===== src/hdl/ethernet_rx_frame_filter_macros.svh =====
// Assertion macros shared by the receive frame filter modules.
// Each macro expects signals named clock and reset in the using module.
`ifndef ETHERNET_RX_FRAME_FILTER_MACROS_SVH
`define ETHERNET_RX_FRAME_FILTER_MACROS_SVH

// Same-cycle implication, disabled during reset
`define RXFF_ASSERT_NOW(label, ante, cons, msg) \
   label: assert property (@(posedge clock) disable iff (reset) (ante) |-> (cons)) \
      else $error(msg);

// Next-cycle implication, disabled during reset
`define RXFF_ASSERT_NEXT(label, ante, cons, msg) \
   label: assert property (@(posedge clock) disable iff (reset) (ante) |=> (cons)) \
      else $error(msg);

`endif


===== src/hdl/rxff_pkg.sv =====
// Types and constants for the Ethernet receive frame filter.
// No dependencies; imported by rxff_hdr_track and ethernet_rx_frame_filter.
package rxff_pkg;

   localparam int unsigned BYTE_W  = 8;
   localparam int unsigned COUNT_W = 16;
   localparam int unsigned MAC_W   = 48;
   localparam int unsigned ETYPE_W = 16;

   // Header layout
   localparam logic [COUNT_W-1:0] HDR_BYTES     = 16'd14;
   localparam logic [COUNT_W-1:0] MAC_BYTES     = 16'd6;
   localparam logic [COUNT_W-1:0] ETYPE_HI_POS  = 16'd12;
   localparam logic [COUNT_W-1:0] ETYPE_LO_POS  = 16'd13;
   localparam logic [BYTE_W-1:0]  BCAST_BYTE    = 8'hFF;

   localparam logic [ETYPE_W-1:0] ETYPE_ARP  = 16'h0806;
   localparam logic [ETYPE_W-1:0] ETYPE_IPV4 = 16'h0800;

   typedef enum logic [2:0] {
      VERDICT_ARP    = 3'd0,
      VERDICT_IPV4   = 3'd1,
      VERDICT_UNSUP  = 3'd2,
      VERDICT_NOT_US = 3'd3,
      VERDICT_SHORT  = 3'd4
   } verdict_type;

   typedef struct packed {
      logic [BYTE_W-1:0] frame_byte;
      logic              last_byte;
   } req_word_type;

   typedef struct packed {
      verdict_type        verdict;
      logic [ETYPE_W-1:0] ethertype;
      logic [COUNT_W-1:0] payload_length;
      logic               dest_is_broadcast;
      logic               dest_is_multicast;
   } rsp_word_type;

endpackage


===== src/hdl/rxff_hdr_track.sv =====
// Per-frame header tracking (destination match, ethertype, byte count) and verdict logic.
// Depends on rxff_pkg and ethernet_rx_frame_filter_macros.svh.
`include "ethernet_rx_frame_filter_macros.svh"

module rxff_hdr_track
   import rxff_pkg::*;
#(
   parameter int MAX_FRAME_BYTES = 65535
) (
   input  logic               clock,
   input  logic               reset,
   input  logic               step,
   input  req_word_type       word,
   input  logic [MAC_W-1:0]   own_mac,
   output rsp_word_type       result
);

   localparam logic [COUNT_W-1:0] MAX_COUNT = COUNT_W'(MAX_FRAME_BYTES);

   logic [COUNT_W-1:0] count_ff, count_in;
   logic               own_match_ff, own_match_in;
   logic               all_ones_ff, all_ones_in;
   logic               group_ff, group_in;
   logic [ETYPE_W-1:0] type_ff, type_in;

   logic               in_mac;
   logic [BYTE_W-1:0]  mine;

   // Own MAC byte for the current destination position
   always_comb begin
      case (count_ff[2:0])
         3'd0:    mine = own_mac[47:40];
         3'd1:    mine = own_mac[39:32];
         3'd2:    mine = own_mac[31:24];
         3'd3:    mine = own_mac[23:16];
         3'd4:    mine = own_mac[15:8];
         3'd5:    mine = own_mac[7:0];
         default: mine = '0;
      endcase
   end

   // Updated frame state including the current word
   always_comb begin
      in_mac       = (count_ff < MAC_BYTES);
      own_match_in = own_match_ff & (~in_mac | (word.frame_byte == mine));
      all_ones_in  = all_ones_ff & (~in_mac | (word.frame_byte == BCAST_BYTE));
      group_in     = (count_ff == '0) ? word.frame_byte[0] : group_ff;
      type_in      = type_ff;
      if (count_ff == ETYPE_HI_POS) begin
         type_in[15:8] = word.frame_byte;
      end
      if (count_ff == ETYPE_LO_POS) begin
         type_in[7:0] = word.frame_byte;
      end
      count_in = (count_ff < MAX_COUNT) ? count_ff + 1'b1 : count_ff;
   end

   // Verdict from the updated state, used only on a last word
   always_comb begin
      result = '0;
      if (count_in < HDR_BYTES) begin
         result.verdict = VERDICT_SHORT;
      end else begin
         result.ethertype         = type_in;
         result.payload_length    = count_in - HDR_BYTES;
         result.dest_is_broadcast = all_ones_in;
         result.dest_is_multicast = group_in;
         if (!own_match_in && !all_ones_in && !group_in) begin
            result.verdict = VERDICT_NOT_US;
         end else if (type_in == ETYPE_ARP) begin
            result.verdict = VERDICT_ARP;
         end else if (type_in == ETYPE_IPV4) begin
            result.verdict = VERDICT_IPV4;
         end else begin
            result.verdict = VERDICT_UNSUP;
         end
      end
   end

   // Frame state: advance on each word, clear after the last one
   always_ff @(posedge clock) begin
      if (reset || (step && word.last_byte)) begin
         count_ff     <= '0;
         own_match_ff <= 1'b1;
         all_ones_ff  <= 1'b1;
         group_ff     <= 1'b0;
         type_ff      <= '0;
      end else if (step) begin
         count_ff     <= count_in;
         own_match_ff <= own_match_in;
         all_ones_ff  <= all_ones_in;
         group_ff     <= group_in;
         type_ff      <= type_in;
      end
   end

   `RXFF_ASSERT_NEXT(a_last_clears, step && word.last_byte, count_ff == '0 && own_match_ff,
      "frame state not cleared after last word")
   `RXFF_ASSERT_NEXT(a_count_steps, step && !word.last_byte && count_ff < MAX_COUNT,
      count_ff == $past(count_ff) + 1'b1, "byte count did not advance")
   `RXFF_ASSERT_NOW(a_count_cap, 1'b1, count_ff <= MAX_COUNT, "byte count above frame limit")

endmodule


===== src/hdl/ethernet_rx_frame_filter.sv =====
// A word accepted into the input register is processed there; the verdict of a last word
// is registered into the output register and drives rsp. Throughput: one frame byte per
// clock; a last byte waits only while an untaken verdict is held in the output register.
// Reset: synchronous, active high; zeroes both valid flags and own MAC; resets frame state.
// Top level of the Ethernet II destination filter and ethertype classifier.
// Depends on rxff_pkg, rxff_hdr_track and ethernet_rx_frame_filter_macros.svh.
`include "ethernet_rx_frame_filter_macros.svh"

module ethernet_rx_frame_filter
   import rxff_pkg::*;
#(
   parameter int MAX_FRAME_BYTES = 65535
) (
   input  logic             clock,
   input  logic             reset,
   input  logic             req_valid,
   output logic             req_ready,
   input  req_word_type     req_word,
   output logic             rsp_valid,
   input  logic             rsp_ready,
   output rsp_word_type     rsp_word,
   input  logic             csr_we,
   input  logic [MAC_W-1:0] csr_wr_data
);

   logic             s1_valid_ff;
   req_word_type     s1_word_ff;
   logic             rsp_valid_ff;
   rsp_word_type     rsp_word_ff;
   logic [MAC_W-1:0] own_mac_ff;

   logic             out_free;
   logic             s1_step;
   rsp_word_type     verdict_word;

   // Stage handshake: a last word moves on only into a free output register
   assign out_free  = !rsp_valid_ff || rsp_ready;
   assign s1_step   = s1_valid_ff && (!s1_word_ff.last_byte || out_free);
   assign req_ready = !s1_valid_ff || s1_step;

   // Own MAC register
   always_ff @(posedge clock) begin
      if (reset) begin
         own_mac_ff <= '0;
      end else if (csr_we) begin
         own_mac_ff <= csr_wr_data;
      end
   end

   // Input register
   always_ff @(posedge clock) begin
      if (reset) begin
         s1_valid_ff <= 1'b0;
      end else if (req_ready) begin
         s1_valid_ff <= req_valid;
      end
   end

   always_ff @(posedge clock) begin
      if (req_ready && req_valid) begin
         s1_word_ff <= req_word;
      end
   end

   rxff_hdr_track #(
      .MAX_FRAME_BYTES (MAX_FRAME_BYTES)
   ) u_hdr_track (
      .clock   (clock),
      .reset   (reset),
      .step    (s1_step),
      .word    (s1_word_ff),
      .own_mac (own_mac_ff),
      .result  (verdict_word)
   );

   // Output register
   always_ff @(posedge clock) begin
      if (reset) begin
         rsp_valid_ff <= 1'b0;
      end else if (s1_step && s1_word_ff.last_byte) begin
         rsp_valid_ff <= 1'b1;
      end else if (rsp_ready) begin
         rsp_valid_ff <= 1'b0;
      end
   end

   always_ff @(posedge clock) begin
      if (s1_step && s1_word_ff.last_byte) begin
         rsp_word_ff <= verdict_word;
      end
   end

   assign rsp_valid = rsp_valid_ff;
   assign rsp_word  = rsp_word_ff;

   `RXFF_ASSERT_NOW(a_last_stalls, s1_valid_ff && s1_word_ff.last_byte && rsp_valid_ff && !rsp_ready,
      !req_ready && !s1_step, "last word advanced into a full output register")
   `RXFF_ASSERT_NEXT(a_verdict_from_last, s1_step && !s1_word_ff.last_byte && !out_free,
      rsp_valid_ff && $stable(rsp_word_ff), "held verdict disturbed by a middle word")
   `RXFF_ASSERT_NOW(a_short_zero, rsp_valid_ff && rsp_word_ff.verdict == VERDICT_SHORT,
      rsp_word_ff.ethertype == '0 && rsp_word_ff.payload_length == '0,
      "short frame verdict carries nonzero fields")

endmodule

===== config.mk =====
export PLATFORM = sky130hd
export DESIGN_NAME = ethernet_rx_frame_filter
export DESIGN_NICKNAME = d
export VERILOG_FILES = /design/src/hdl/rxff_pkg.sv /design/src/hdl/rxff_hdr_track.sv /design/src/hdl/ethernet_rx_frame_filter.sv
export VERILOG_INCLUDE_DIRS = /design/src /design/src/hdl
export SDC_FILE = /design/constraint.sdc
export NUM_CORES = 1
export LEC_CHECK = 0
export BUFFER_PORTS_ARGS = -buffer_cell sky130_fd_sc_hd__buf_2
export CAP_MARGIN = 20
export CELL_PAD_IN_SITES_DETAIL_PLACEMENT = 2
export CELL_PAD_IN_SITES_GLOBAL_PLACEMENT = 2
export CORE_AREA = 2 2 139 141
export DETAILED_ROUTE_END_ITERATION = 8
export DIE_AREA = 0 0 141 143
export PLACE_DENSITY_LB_ADDON = 0.15
export REMOVE_ABC_BUFFERS = 1
export SLEW_MARGIN = 25
export SYNTH_ARGS = -nofsm -noshare
export SYNTH_HDL_FRONTEND = slang
export SYNTH_SLANG_ARGS = --single-unit

===== constraint.sdc =====
create_clock -name clock -period 3.4 [get_ports clock]
set_input_delay 0.68 -clock clock [delete_from_list [all_inputs] [get_ports clock]]
set_output_delay 0.68 -clock clock [all_outputs]
set_load 0.01 [all_outputs]

## Yosys cells after proc, flatten, opt, wreduce, memory -nomap -nowiden

Cells that the tools add are included.

- Register bits: 131
- Input port bits: 62
- Output and inout bits: 39
- Logic and storage cells: 64

- Add/sub/neg operators: 2
- Order comparisons: 3
- Equal/unequal tests: 11
- Multiplexer cells: 10
- Bitwise operators: 5
- Reduce and logical (&&, ||, !) cells: 18

Operators by type and width:

| cell | count |
|---|---|
| one-hot mux 8 bit (6 select lines) | 1 |
| == test 16 x 12 -> 1 bit (second input constant) | 2 |
| == test 16 x 4 -> 1 bit (second input constant) | 2 |
| adder 16 x 1 -> 16 bit (second input constant) | 1 |
| logical NOT 16 bit | 1 |
| less-than comparator 16 bit (second input constant) | 1 |
| less-than comparator 16 x 3 -> 1 bit (second input constant) | 1 |
| less-than comparator 16 x 4 -> 1 bit (second input constant) | 1 |
| two-way mux 16 bit | 1 |
| two-way mux 8 bit | 2 |
| subtractor 16 x 4 -> 16 bit (second input constant) | 1 |
| == test 8 bit | 1 |
| == test 8 bit (second input constant) | 1 |
| == test 3 x 2 -> 1 bit (second input constant) | 2 |
| == test 3 bit (second input constant) | 2 |
| logical NOT 1 bit | 6 |
| logical AND 1 bit | 5 |
| logical OR 1 bit | 4 |
| two-way mux 2 bit | 2 |
| == test 3 x 1 -> 1 bit (second input constant) | 1 |
| logical NOT 3 bit | 1 |
| two-way mux 1 bit | 3 |
| two-way mux 3 bit | 1 |
| AND 1 bit | 2 |
| other kinds (3) | 4 |

## Longest topological paths before layout

Gate-level depths: netlist (run 1).

- Depth after elaboration: 9
- Depth in mapped cells: 12
- Gate-level depth less buffers: 12

## Hierarchy

A second synthesis (run 1) with hierarchy kept.

- Cells, all modules: 646
- Area total of the unflattened synthesis: 6453.7 um^2

Modules (own cells, without submodules):

| module | times used | cells an instance | area each (um^2) | sequential area each (um^2) |
|---|---|---|---|---|
| rxff_hdr_track | 1 | 432 | 3244.4 | 700.7 |
| ethernet_rx_frame_filter | 1 | 214 | 3209.3 | 2382.3 |

## Worst setup path before layout (run 1)

No wires, ideal clock.

- Path kind: input to register
- From: input rsp_ready
- To: register u_hdr_track.count_ff[13]
- Library setup time: 0.132 ns
- Arrival: 2.676 ns
- Data required time: 3.268 ns
- Slack: 0.593 ns
- Cell stages on the path: 7
- Buffers on the path: 2
- Cells stage by stage: nor2b_1 nand2_1 and3_1 or2_2 clkbuf_1 clkbuf_1 nor3_1

- Cells in the longest elaborated chain, start to end: 5

Ends and longest elaborated chain:

| element | line | source |
|---|---|---|
| start, declared | ethernet_rx_frame_filter.sv:20 | `input logic rsp_ready,` |
| logical OR 1 bit * | ethernet_rx_frame_filter.sv:37 | `assign out_free = !rsp_valid_ff \|\| rsp_ready;` |
| logical OR 1 bit * | ethernet_rx_frame_filter.sv:38 | `assign s1_step = s1_valid_ff && (!s1_word_ff.last_byte \|\| out_free);` |
| logical AND 1 bit * | ethernet_rx_frame_filter.sv:38 |  |
| logical AND 1 bit | rxff_hdr_track.sv:82 | `if (reset \|\| (step && word.last_byte)) begin` |
| logical OR 1 bit | rxff_hdr_track.sv:82 |  |
| end signal, assigned | rxff_hdr_track.sv:89 | `count_ff <= count_in;` |
| end, declared | rxff_hdr_track.sv:20 | `logic [COUNT_W-1:0] count_ff, count_in;` |

Every way passes the cells marked *; elsewhere a longest branch is shown, timed or not.
A chain may end at the register's enable or synchronous reset.

## Worst setup path after layout (run 1)

- From: register u_hdr_track.count_ff[3]
- To: register rsp_word_ff (netlist bit rsp_word[7]) (data pin)

- Cells in the longest elaborated chain, start to end: 3
- Elaborated cells between the ends (all ways): 5
- Classes of those cells: add/sub (2); order compare (2); mux (1)

Ends and longest elaborated chain:

| element | line | source |
|---|---|---|
| less-than comparator 16 bit * | rxff_hdr_track.sv:55 | `count_in = (count_ff < MAX_COUNT) ? count_ff + 1'b1 : count_ff;` |
| two-way mux 16 bit * | rxff_hdr_track.sv:55 |  |
| net u_hdr_track.count_in[2] | rxff_hdr_track.sv:20 |  |
| subtractor 16 x 4 -> 16 bit / less-than comparator 16 x 4 -> 1 bit (equally long branches) | rxff_hdr_track.sv:65, rxff_hdr_track.sv:61 |  |
| end signal, assigned | ethernet_rx_frame_filter.sv:89 | `rsp_word_ff <= verdict_word;` |
| end, declared | ethernet_rx_frame_filter.sv:29 | `rsp_word_type rsp_word_ff;` |

The timed path passes the listed nets; every way through them passes the cells marked *.

==> out/results.ini, run 1 <==
[outcome]
status = finished clean

[setup_path]
reg2reg_depth = 10
path_delay_family = simple AND/OR/NAND/NOR gates
slowest_stage = dfxtp_1
end_kind = flop
cp_common_cell = nand2_1
ff2ff_setup_slack_ps = 300
worst_r2r_startpoint = u_hdr_track.count_ff[3]$_SDFFE_PP0P_
crit_path_max_incr_delay_ps = 640
r2r-end = rsp_word[7]$_SDFFCE_PN0P_
required_ps = 3570
critPathKind = reg -> reg
cp_cell_sequence = nand3_2 -> nor2_2 -> nand2_1 -> nand2_1 -> ha_1 -> o21ai_0 -> or2_2 -> a32oi_1 -> xor2_1 -> nor2_1
arrival_ps = 3270
worstSetupStartpointType = flop
path_buf_inv = 0
crit_fanout = 13

[synth]
synth_area_leader_cell = dfxtp_1
ys_seq_area_share_pct = 47.71
ys.flop_type = dfxtp_1
syn_area_um2 = 6462
avgSynthCellArea_um2 = 9.366
synthTopCellsByArea = dfxtp_1 (26%), edfxtp_1 (21%), mux2i_1 (9.6%), nor2_1 (6.4%), nand2_1 (4.3%)
async_flop_share_pct = 0
synth_cells = 690
yosysWarnings = 0
synth_edf_count = 46
synth_top_cell_area_share_pct = 26.33
synth_common_cells = nor2_1 (110), dfxtp_1 (85), nand2_1 (74)
synth-seq-cells = 131
ys_types = 70
synth_most_common_cell = nor2_1

[clock_tree]
cts_hold_buf = 0
cts_buffers = 17
path_clk_slew_ps = 60
clockBufferDepth = 2
clkSinkCount = 131
clkLatencyLatePin_ps = 420
root_buffer = clkbuf_16
cts_tree = done
cts-htree-levels = 4

[timing]
clock-skew-final_ps = 7.889
rsz0062_at_grt = no
layout_min_cycle_time_ps = 3100
tightestPinTransition_ps = 879.2
final.setup.tns_ps = 0
timing.hold.ws_ps = 426.6
finalHoldViolations = 0
finalCritPeriodShare_pct = 91.19
setup_violations = 0
slew_violations = 0
fmaxAchievable_mhz = 322.5
max_slew_margin_pct = 41.38

[floorplanning]
initial_core_util_pct = 34.78
rows = 50
core_region_area_um2 = 18580
dieArea_um2 = 20160
fp.dieW_um = 141
io_pins = 101
die_y_um = 143

[power]
leakage_nw = 3.140
power.total_mw = 4.016
ir_drop_uv = 354.8
p_per_area_nw_per_um2 = 517.3

[place]
gp_congestion = 0.9112
port-buffer-count = 100
place_area_um2 = 7134
hpwl_um = 14710

[finish]
nNetsFinal = 839
num-fill-cells = 2019
multi_input_area_um2 = 3147
regArea_um2 = 3084
area_delta_synth_final_pct = 20.12
final_layout_size_suffix_gt1_share_pct = 21.05
design_area_um2 = 7762
fin_util_pct = 41.78

[route]
post_drt_wl_per_cell_um = 20.51
remaining_drc_errors = 0
finalWirelength_um = 20900
drtIter0Drc = 178
dr.pass1.iters = 4
num_vias = 5575
vias_per_cell = 5.471
route.antenna.remaining_nets = 0

[global_route]
grt_most_used_layer = met2
grt_max_degree = 51
met2_usage_pct = 38.46
met3_usage_pct = 3.856
grt_pass1_wl_um = 33190
track_usage_pct = 21.34
antenna_found_initial = 0
globalRouteMet1Util_pct = 25.35
grt_overflow = 0
grt_pass1_vias = 6118

[min_path]
hold-path-endpoint = s1_word_ff[7]$_DFFE_PP_
hp-start = req_word[7]
hp-class = in -> reg
hold_depth = 1

[job]
maxCapViolations = 0

[state kept, by name (all words and copies together) (netlist names)]
register	cells
own_mac_ff	48
rsp_word	37
u_hdr_track.count_ff	16
u_hdr_track.type_ff	16
s1_word_ff	9
rsp_valid	1
s1_valid_ff	1
u_hdr_track.all_ones_ff	1
u_hdr_track.group_ff	1
u_hdr_track.own_match_ff	1
[worst register-to-register path, delay by kind of cell (launching register included)]
family | cells | cell delay [ps]
flops | 1 | 640
simple gates | 6 | 1460
compound gates | 2 | 370
xor+xnor | 1 | 170
fa+ha+maj | 1 | 210
[cells in the final DEF (no fill, tap or decap), types with 6 or more instances in the layout]
| master | count |
|---|---|
| a222oi_1 | 6 |
| buf_2 | 100 |
| nand3_1 | 17 |
| o21ai_0 | 17 |
| ha_1 | 6 |
| edfxtp_1 | 46 |
| nor2_1 | 110 |
| or3_1 | 6 |
| xor2_1 | 12 |
| clkbuf_16 | 18 |
| a21oi_1 | 44 |
| xnor2_1 | 12 |
| nor3_1 | 23 |
| mux2i_1 | 62 |
| inv_1 | 6 |
| dfxtp_1 | 84 |
| nand2_1 | 74 |
| buf_4 | 10 |
| mux2_2 | 9 |
| nand4_1 | 12 |
[cells by family (layout without fill, tap and decap cells)]
logic type / Yosys count / in the layout / share of synthesized area, %
DFF: 131 / 131 / 47.71
buffers and inverters: 55 / 149 / 3.698
other: 0 / 1 / 0
AOI/OAI and AO/OA: 111 / 111 / 11.13
and+or+nand+nor: 292 / 292 / 21.88
muxes: 71 / 71 / 11.17
adders and majority gates: 6 / 6 / 1.162
xor gates and xnor gates: 24 / 24 / 3.253
[layout make-up]
class,instances,area share (%)
Tap cell,234,3.772
Clock buffer,20,6.028
Multi-Input combinational cell,504,40.54
Clock inverter,12,1.934
Inverter,6,0.2901
Antenna cell,1,0.03224
Sequential cell,131,39.73
Timing Repair Buffer,111,7.672
[repair_timing]
action	in CTS	in global routing
buffers inserted	0	0
setup endpoints to repair	0	3
resized for setup	0	2
[worst max path at each step]
stage,cells after the start,end,startpoint
after floorplan,7,rsp_word[15]$_SDFFCE_PN0P_,u_hdr_track.count_ff[2]$_SDFFE_PP0P_
after global placement,9,rsp_word[15]$_SDFFCE_PN0P_,u_hdr_track.count_ff[1]$_SDFFE_PP0P_
after detailed placement,11,rsp_word[13]$_SDFFCE_PN0P_,u_hdr_track.count_ff[1]$_SDFFE_PP0P_
after CTS,11,rsp_word[13]$_SDFFCE_PN0P_,u_hdr_track.count_ff[1]$_SDFFE_PP0P_
after global routing,10,rsp_word[7]$_SDFFCE_PN0P_,u_hdr_track.count_ff[3]$_SDFFE_PP0P_
final,10,rsp_word[7]$_SDFFCE_PN0P_,u_hdr_track.count_ff[3]$_SDFFE_PP0P_
[power by group]
part	total, mW	switching [mW]	internal, mW
Combinational	0.345	0.206	0.140
Sequential	1.74	0.0529	1.68
Clock	1.93	0.718	1.22
Total	4.02	0.977	3.04
[stage by stage]
stage | setup WS (ps) | cells
floorplan | -87.83 | 641
global route | 43.66 | 1018
global placement | 448.7 | 986
detailed placement | 256.8 | 986
finish | 299.7 | 1019
CTS | 176.5 | 1018
[metal layers]
| metal | up-vias | part of all wire (%) |
|---|---|---|
| li1 | 2633 | - |
| met4 | 0 | 2.4 |
| met5 | - | 0 |
| met2 | 116 | 51 |
| met3 | 36 | 3.6 |
| met1 | 2790 | 43 |
Power figures use the tool's default switching activity.
==> run 2, diff against run 1 <==
CORE_AREA = 2 2 134 136   (was 2 2 139 141)
DIE_AREA = 0 0 136 138   (was 0 0 141 143)
clock period = 3.64 ns   (was 3.4 ns; I/O delays follow)
==> run 2 against run 1 <==
Sequential share of layout area is 0.61 points higher. Worst setup slack got worse by 34 ps. Maximum frequency decreased by 8.1%. Count of clock-buffer cells in the layout decreased by 2. Total power decreased by 12%. Critical endpoint is now rsp_word[15]$_SDFFCE_PN0P_. Via count shrank 0.32%. Utilization up 1.8 points. Worst hold slack gained 48 ps. Critical path depth fell by 1. Sequential power is 6% lower.
==> out/results.ini, run 2 (synthesis results as in run 1) <==
[finish]
fin_cells = 1011  ; was 1019
mostFrequentLayoutCells = nor2_1 (110), buf_2 (100), dfxtp_1 (85)  ; was nor2_1 (110), buf_2 (100), dfxtp_1 (84)
fin_util_pct = 43.59  ; was 41.78%
area_delta_synth_final_pct = 18.26  ; was 20.12%
largest_register = own_mac_ff  ; unchanged
largest_reg_flops = 48  ; unchanged
final_layout_size_suffix_gt1_share_pct = 21.10  ; was 21.05%
final_common_cell = nor2_1  ; unchanged
nNetsFinal = 837  ; was 839
num_antenna_cells = 0  ; was 1

[global_route]
track_usage_pct = 22.33  ; was 21.34%
grt_overflow = 0  ; unchanged
grt_pass1_wl_um = 32710  ; was 33190 µm
antenna_found_initial = 0  ; unchanged
grt_max_degree = 51  ; unchanged
grt_pass1_vias = 6124  ; was 6118

[clock_tree]
cts_hold_buf = 0  ; unchanged
clkSinkCount = 131  ; unchanged
cts_resized = 0  ; unchanged
path_clk_slew_ps = 60  ; about the same
clkLatencyLatePin_ps = 430  ; was 420 ps
cts_setup_buffers = 0  ; unchanged
root_buffer = clkbuf_16  ; unchanged
clockBufferDepth = 2  ; unchanged
cts-htree-levels = 4  ; unchanged
cts_buffers = 17  ; unchanged
cts_tree = done  ; unchanged

[setup_path]
r2r-end = rsp_word[15]$_SDFFCE_PN0P_  ; was rsp_word[7]$_SDFFCE_PN0P_
crit_fanout = 27  ; was 13
required_ps = 3790  ; was 3570 ps
worstSetupStartpointType = flop  ; unchanged
reg2reg_depth = 9  ; was 10
ff2ff_setup_slack_ps = 270  ; was 300 ps
critPathKind = reg -> reg  ; unchanged
worst_r2r_startpoint = u_hdr_track.count_ff[1]$_SDFFE_PP0P_  ; was u_hdr_track.count_ff[3]$_SDFFE_PP0P_
arrival_ps = 3530  ; was 3270 ps
end_kind = flop  ; unchanged

[floorplanning]
fp.dieW_um = 136  ; was 141 µm
initial_core_util_pct = 36.86  ; was 34.78%
core_region_area_um2 = 17530  ; was 18580 µm²
rows = 49  ; was 50
io_pins = 101  ; unchanged
dieArea_um2 = 18770  ; was 20160 µm²
die_y_um = 138  ; was 143 µm

[place]
place_inst = 979  ; was 986
port-buffer-count = 100  ; unchanged
gp_congestion = 0.8986  ; was 0.9112
hpwl_um = 14380  ; was 14710 µm

[min_path]
hp-class = in -> reg  ; unchanged
hold-path-endpoint = s1_word_ff[6]$_DFFE_PP_  ; was s1_word_ff[7]$_DFFE_PP_
hp-start = req_word[6]  ; was req_word[7]
hold_depth = 1  ; unchanged

[route]
vias_per_cell = 5.497  ; was 5.471
num_vias = 5557  ; was 5575
route.antenna.remaining_nets = 0  ; unchanged
dr.pass1.iters = 8  ; was 4
finalWirelength_um = 20130  ; was 20900 µm
post_drt_wl_per_cell_um = 19.91  ; was 20.51 µm
drtIter0Drc = 211  ; was 178
remaining_drc_errors = 0  ; unchanged

[power]
ir_drop_uv = 328.9  ; was 354.8 µV
leakage_nw = 3.076  ; was 3.140 nW
p_per_area_nw_per_um2 = 461.3  ; was 517.3 nW/µm²
power.total_mw = 3.525  ; was 4.016 mW

[timing]
finalCritPeriodShare_pct = 92.71  ; was 91.19%
slew_violations = 0  ; unchanged
fmaxAchievable_mhz = 296.3  ; was 322.5 MHz
final.setup.tns_ps = 0  ; unchanged
finalHoldViolations = 0  ; unchanged
setup_violations = 0  ; unchanged
clock-skew-final_ps = 10.19  ; was 7.889 ps
tightestPinTransition_ps = 1080  ; was 879.2 ps
rsz0062_at_grt = no  ; unchanged
layout_min_cycle_time_ps = 3375  ; was 3100 ps
max_slew_margin_pct = 27.69  ; was 41.38%

[job]
maxCapViolations = 0  ; unchanged

[outcome]
status = finished clean  ; unchanged

[run 2: metal layers]
| metal | up-vias | wire length (µm) | global-route usage, % |
|---|---|---|---|
| met3 | 30 | 801 | 4.694 |
| met5 | - | 0 | 0 |
| li1 | 2637 | - | - |
| met2 | 129 | 10470 | 39.78 |
| met1 | 2761 | 8523 | 26.61 |
| met4 | 0 | 341 | 7.018 |
[run 2: worst max path at each step]
stage,start,end,slack [ps],cells after the start
floorplan,u_hdr_track.count_ff[2]$_SDFFE_PP0P_,rsp_word[15]$_SDFFCE_PN0P_,150,7
global placement,u_hdr_track.count_ff[1]$_SDFFE_PP0P_,rsp_word[15]$_SDFFCE_PN0P_,530,9
detailed placement,u_hdr_track.count_ff[1]$_SDFFE_PP0P_,rsp_word[15]$_SDFFCE_PN0P_,320,9
CTS,u_hdr_track.count_ff[1]$_SDFFE_PP0P_,rsp_word[15]$_SDFFCE_PN0P_,280,9
global route,u_hdr_track.count_ff[1]$_SDFFE_PP0P_,rsp_word[15]$_SDFFCE_PN0P_,20,9
finish,u_hdr_track.count_ff[1]$_SDFFE_PP0P_,rsp_word[15]$_SDFFCE_PN0P_,270,9
[run 2: report_power, final]
part           total [mW]  switching (mW)  leakage, nW  internal (mW)
clock network        1.59           0.696        0.256          0.892
logic               0.313           0.185         1.67          0.128
registers            1.63          0.0527         1.15           1.57
[run 2: area by class of cell]
| cell class | instances | area, µm² |
|---|---|---|
| clock inverter | 14 | 102.6 |
| clock buffer | 18 | 439.2 |
| multi-input combinational | 504 | 3141 |
| tap | 229 | 286.5 |
| sequential | 131 | 3083 |
| fill | 1950 | 9892 |
| timing repair buffer | 109 | 568.0 |
| inverter | 6 | 22.52 |
[run 2: metrics by stage]
| step | area [µm²] | setup WS [ps] | hold WS (ps) |
|---|---|---|---|
| after global placement | 7101 | 534.0 | 442.6 |
| after detailed placement | 7101 | 319.8 | 459.8 |
| after floorplan | 6246 | 152.2 | 431.1 |
| final | 7642 | 265.3 | 474.7 |
| after CTS | 7642 | 280.2 | 462.1 |
| after global routing | 7642 | 18.72 | 457.4 |
[run 2: critical path, stage by stage (launching register included)]
cell and delay [ps]:
dfxtp_1 540, ha_1 310, and3_1 300, nand2_1 240, nor3_1 320, mux2i_1 500, nand2b_4 130, nor4_4 280
buf_4 330, o21ai_0 150
==> run 3, diff against run 2 <==
CORE_AREA = 2 2 132 134   (was 2 2 134 136)
CTS_BUF_LIST = sky130_fd_sc_hd__clkbuf_4   (was default)
DIE_AREA = 0 0 134 136   (was 0 0 136 138)
==> run 3 against run 2 <==
Sequential share of layout area increased by 1.3 points. Maximum frequency rose by 3.1%. Critical path depth stayed put. Count of clock-buffer cells in the layout fell by 1. Sequential cell count did not move. Non-clock buffer count up 2. Critical endpoint is now rsp_word[7]$_SDFFCE_PN0P_. Design area down 3.1%.
==> out/results.ini, run 3 (synthesis results as in run 1) <==
[global_route]
antenna_found_initial = 2  ; was 0
track_usage_pct = 23.43  ; was 22.33%
grt_pass1_vias = 6096  ; was 6124
grt_overflow = 0  ; unchanged
grt_max_degree = 51  ; unchanged
grt_pass1_wl_um = 32900  ; was 32710 µm

[power]
power.switching_uw = 850.8  ; was 933.2 µW
p_int_mw = 2.110  ; was 2.592 mW
combPwrFrac_pct = 10.7  ; was 8.9%
pwr-share-clk_pct = 34.5  ; was 45.0%
leakage_nw = 2.977  ; was 3.076 nW
pwr-share-seq_pct = 54.8  ; was 46.1%
switching_share_pct = 28.73  ; was 26.47%
ir_drop_uv = 152.5  ; was 328.9 µV
p_per_area_nw_per_um2 = 399.8  ; was 461.3 nW/µm²

[clock_tree]
cts_hold_buf = 0  ; unchanged
cts-htree-levels = 4  ; unchanged
clkLatencyLatePin_ps = 560  ; was 430 ps
cts_resized = 0  ; unchanged
clockBufferDepth = 2  ; unchanged
cts_setup_buffers = 0  ; unchanged
cts_buffers = 17  ; unchanged
clkSinkCount = 131  ; unchanged
path_clk_slew_ps = 130  ; was 60 ps
root_buffer = clkbuf_4  ; was clkbuf_16
cts_tree = done  ; unchanged

[floorplanning]
die_y_um = 136  ; was 138 µm
dieArea_um2 = 18220  ; was 18770 µm²
io_pins = 101  ; unchanged
core_region_area_um2 = 16880  ; was 17530 µm²
rows = 48  ; was 49
initial_core_util_pct = 38.29  ; was 36.86%
fp.dieW_um = 134  ; was 136 µm

[timing]
max_slew_margin_pct = 44.95  ; was 27.69%
clock-skew-final_ps = 16.59  ; was 10.19 ps
finalCritPeriodShare_pct = 89.89  ; was 92.71%
timing.hold.ws_ps = 327.8  ; was 474.7 ps
fmaxAchievable_mhz = 305.6  ; was 296.3 MHz
setup_violations = 0  ; unchanged
final.setup.tns_ps = 0  ; unchanged
tightestPinTransition_ps = 823.8  ; was 1080 ps
slew_violations = 0  ; unchanged
rsz0062_at_grt = no  ; unchanged
finalHoldViolations = 0  ; unchanged
layout_min_cycle_time_ps = 3272  ; was 3375 ps

[setup_path]
reg2reg_depth = 9  ; unchanged
worstSetupStartpointType = flop  ; unchanged
required_ps = 3950  ; was 3790 ps
ff2ff_setup_slack_ps = 370  ; was 270 ps
worst_r2r_startpoint = u_hdr_track.count_ff[1]$_SDFFE_PP0P_  ; unchanged
arrival_ps = 3580  ; was 3530 ps
crit_fanout = 25  ; was 27
critPathKind = reg -> reg  ; unchanged
end_kind = flop  ; unchanged
r2r-end = rsp_word[7]$_SDFFCE_PN0P_  ; was rsp_word[15]$_SDFFCE_PN0P_

[route]
vias_per_cell = 5.457  ; was 5.497
route.antenna.remaining_nets = 0  ; unchanged
num_vias = 5517  ; was 5557
finalWirelength_um = 20410  ; was 20130 µm
drtIter0Drc = 226  ; was 211
dr.pass1.iters = 7  ; was 8
remaining_drc_errors = 0  ; unchanged
post_drt_wl_per_cell_um = 20.18  ; was 19.91 µm

[finish]
nNetsFinal = 839  ; was 837
mostFrequentLayoutCells = nor2_1 (110), buf_2 (100), dfxtp_1 (85)  ; unchanged
final_common_cell = nor2_1  ; unchanged
regArea_um2 = 3083  ; unchanged
design_area_um2 = 7407  ; was 7642 µm²
area_delta_synth_final_pct = 14.62  ; was 18.26%
final_layout_size_suffix_gt1_share_pct = 21.30  ; was 21.10%
largest_register = own_mac_ff  ; unchanged
multi_input_area_um2 = 3147  ; was 3141 µm²
num-fill-cells = 1858  ; was 1950
largest_reg_flops = 48  ; unchanged

[min_path]
hp-start = req_word[6]  ; unchanged
hold_depth = 1  ; unchanged
hold-path-endpoint = s1_word_ff[6]$_DFFE_PP_  ; unchanged
hp-class = in -> reg  ; unchanged

[place]
port-buffer-count = 100  ; unchanged
hpwl_um = 14630  ; was 14380 µm
gp_congestion = 0.8553  ; was 0.8986
place_area_um2 = 7111  ; was 7101 µm²

[job]
maxCapViolations = 0  ; unchanged

[outcome]
status = finished clean  ; unchanged

run 3: changes by cell type in the layout (fill, tap and decap cells not counted), sizes merged:
cell      before  now
bufinv         0    2
clkbuf        18   17
diode          0    2
clkinv         4    7
clkinvlp       5    3
inv           11    9
buf          109  111
run 3: through the flow:
| stage | instances | power [mW] | util [%] | worst slack (ps) |
|---|---|---|---|---|
| after global routing | 1010 | 3.095 | 43.88 | 140.7 |
| final | 1011 | 2.961 | 43.89 | 367.9 |
| after global placement | 977 | 1.952 | 42.13 | 567.3 |
| after floorplan | 641 | 1.814 | - | 152.2 |
| after CTS | 1009 | 3.001 | 43.82 | 390.3 |
| after detailed placement | 977 | 1.976 | 42.13 | 407.4 |
run 3: routing by layer:
metal,share of wire [%],vias to the layer above,global-route usage [%]
li1,-,2638,-
met1,42,2736,27.30
met2,53,120,43.48
met3,3.1,23,3.990
met4,1.6,0,7.861
met5,0,-,0
run 3: final cells by class:
cell class	count	share of cell area, %
Antenna cell	2	0.06757
Multi-Input combinational cell	504	42.48
Clock buffer	17	1.723
Tap cell	225	3.801
Clock inverter	15	2.128
Sequential cell	131	41.62
Inverter	6	0.3041
Timing Repair Buffer	111	7.872
run 3: worst max-delay path by stage:
stage | from | end | slack [ps]
after global routing | u_hdr_track.count_ff[1]$_SDFFE_PP0P_ | rsp_word[0]$_SDFFCE_PN0P_ | 140
final | u_hdr_track.count_ff[1]$_SDFFE_PP0P_ | rsp_word[7]$_SDFFCE_PN0P_ | 370
after detailed placement | u_hdr_track.count_ff[1]$_SDFFE_PP0P_ | rsp_word[7]$_SDFFCE_PN0P_ | 410
after CTS | u_hdr_track.count_ff[1]$_SDFFE_PP0P_ | rsp_word[7]$_SDFFCE_PN0P_ | 390
after global placement | u_hdr_track.count_ff[1]$_SDFFE_PP0P_ | rsp_word[0]$_SDFFCE_PN0P_ | 570
after floorplan | u_hdr_track.count_ff[2]$_SDFFE_PP0P_ | rsp_word[15]$_SDFFCE_PN0P_ | 150
run 3: worst max-delay path: stages, from the launching register on:
cell and delay (ps):
dfxtp_1 570, ha_1 290, and3_1 280, nand2_1 210
nor3_1 350, mux2i_1 460, nand2b_4 120, nor4_4 290
buf_4 330, nor2_1 90
run 3: power by group through the flow:
| stage | clock (mW) | sequential [mW] | combinational [mW] |
|---|---|---|---|
| detailed placement | 0 | 1.66 | 0.320 |
| finish | 1.02 | 1.62 | 0.318 |
| global placement | 0 | 1.65 | 0.301 |
| global route | 1.11 | 1.63 | 0.352 |
| CTS | 1.06 | 1.62 | 0.323 |
| floorplan | 0 | 1.64 | 0.171 |
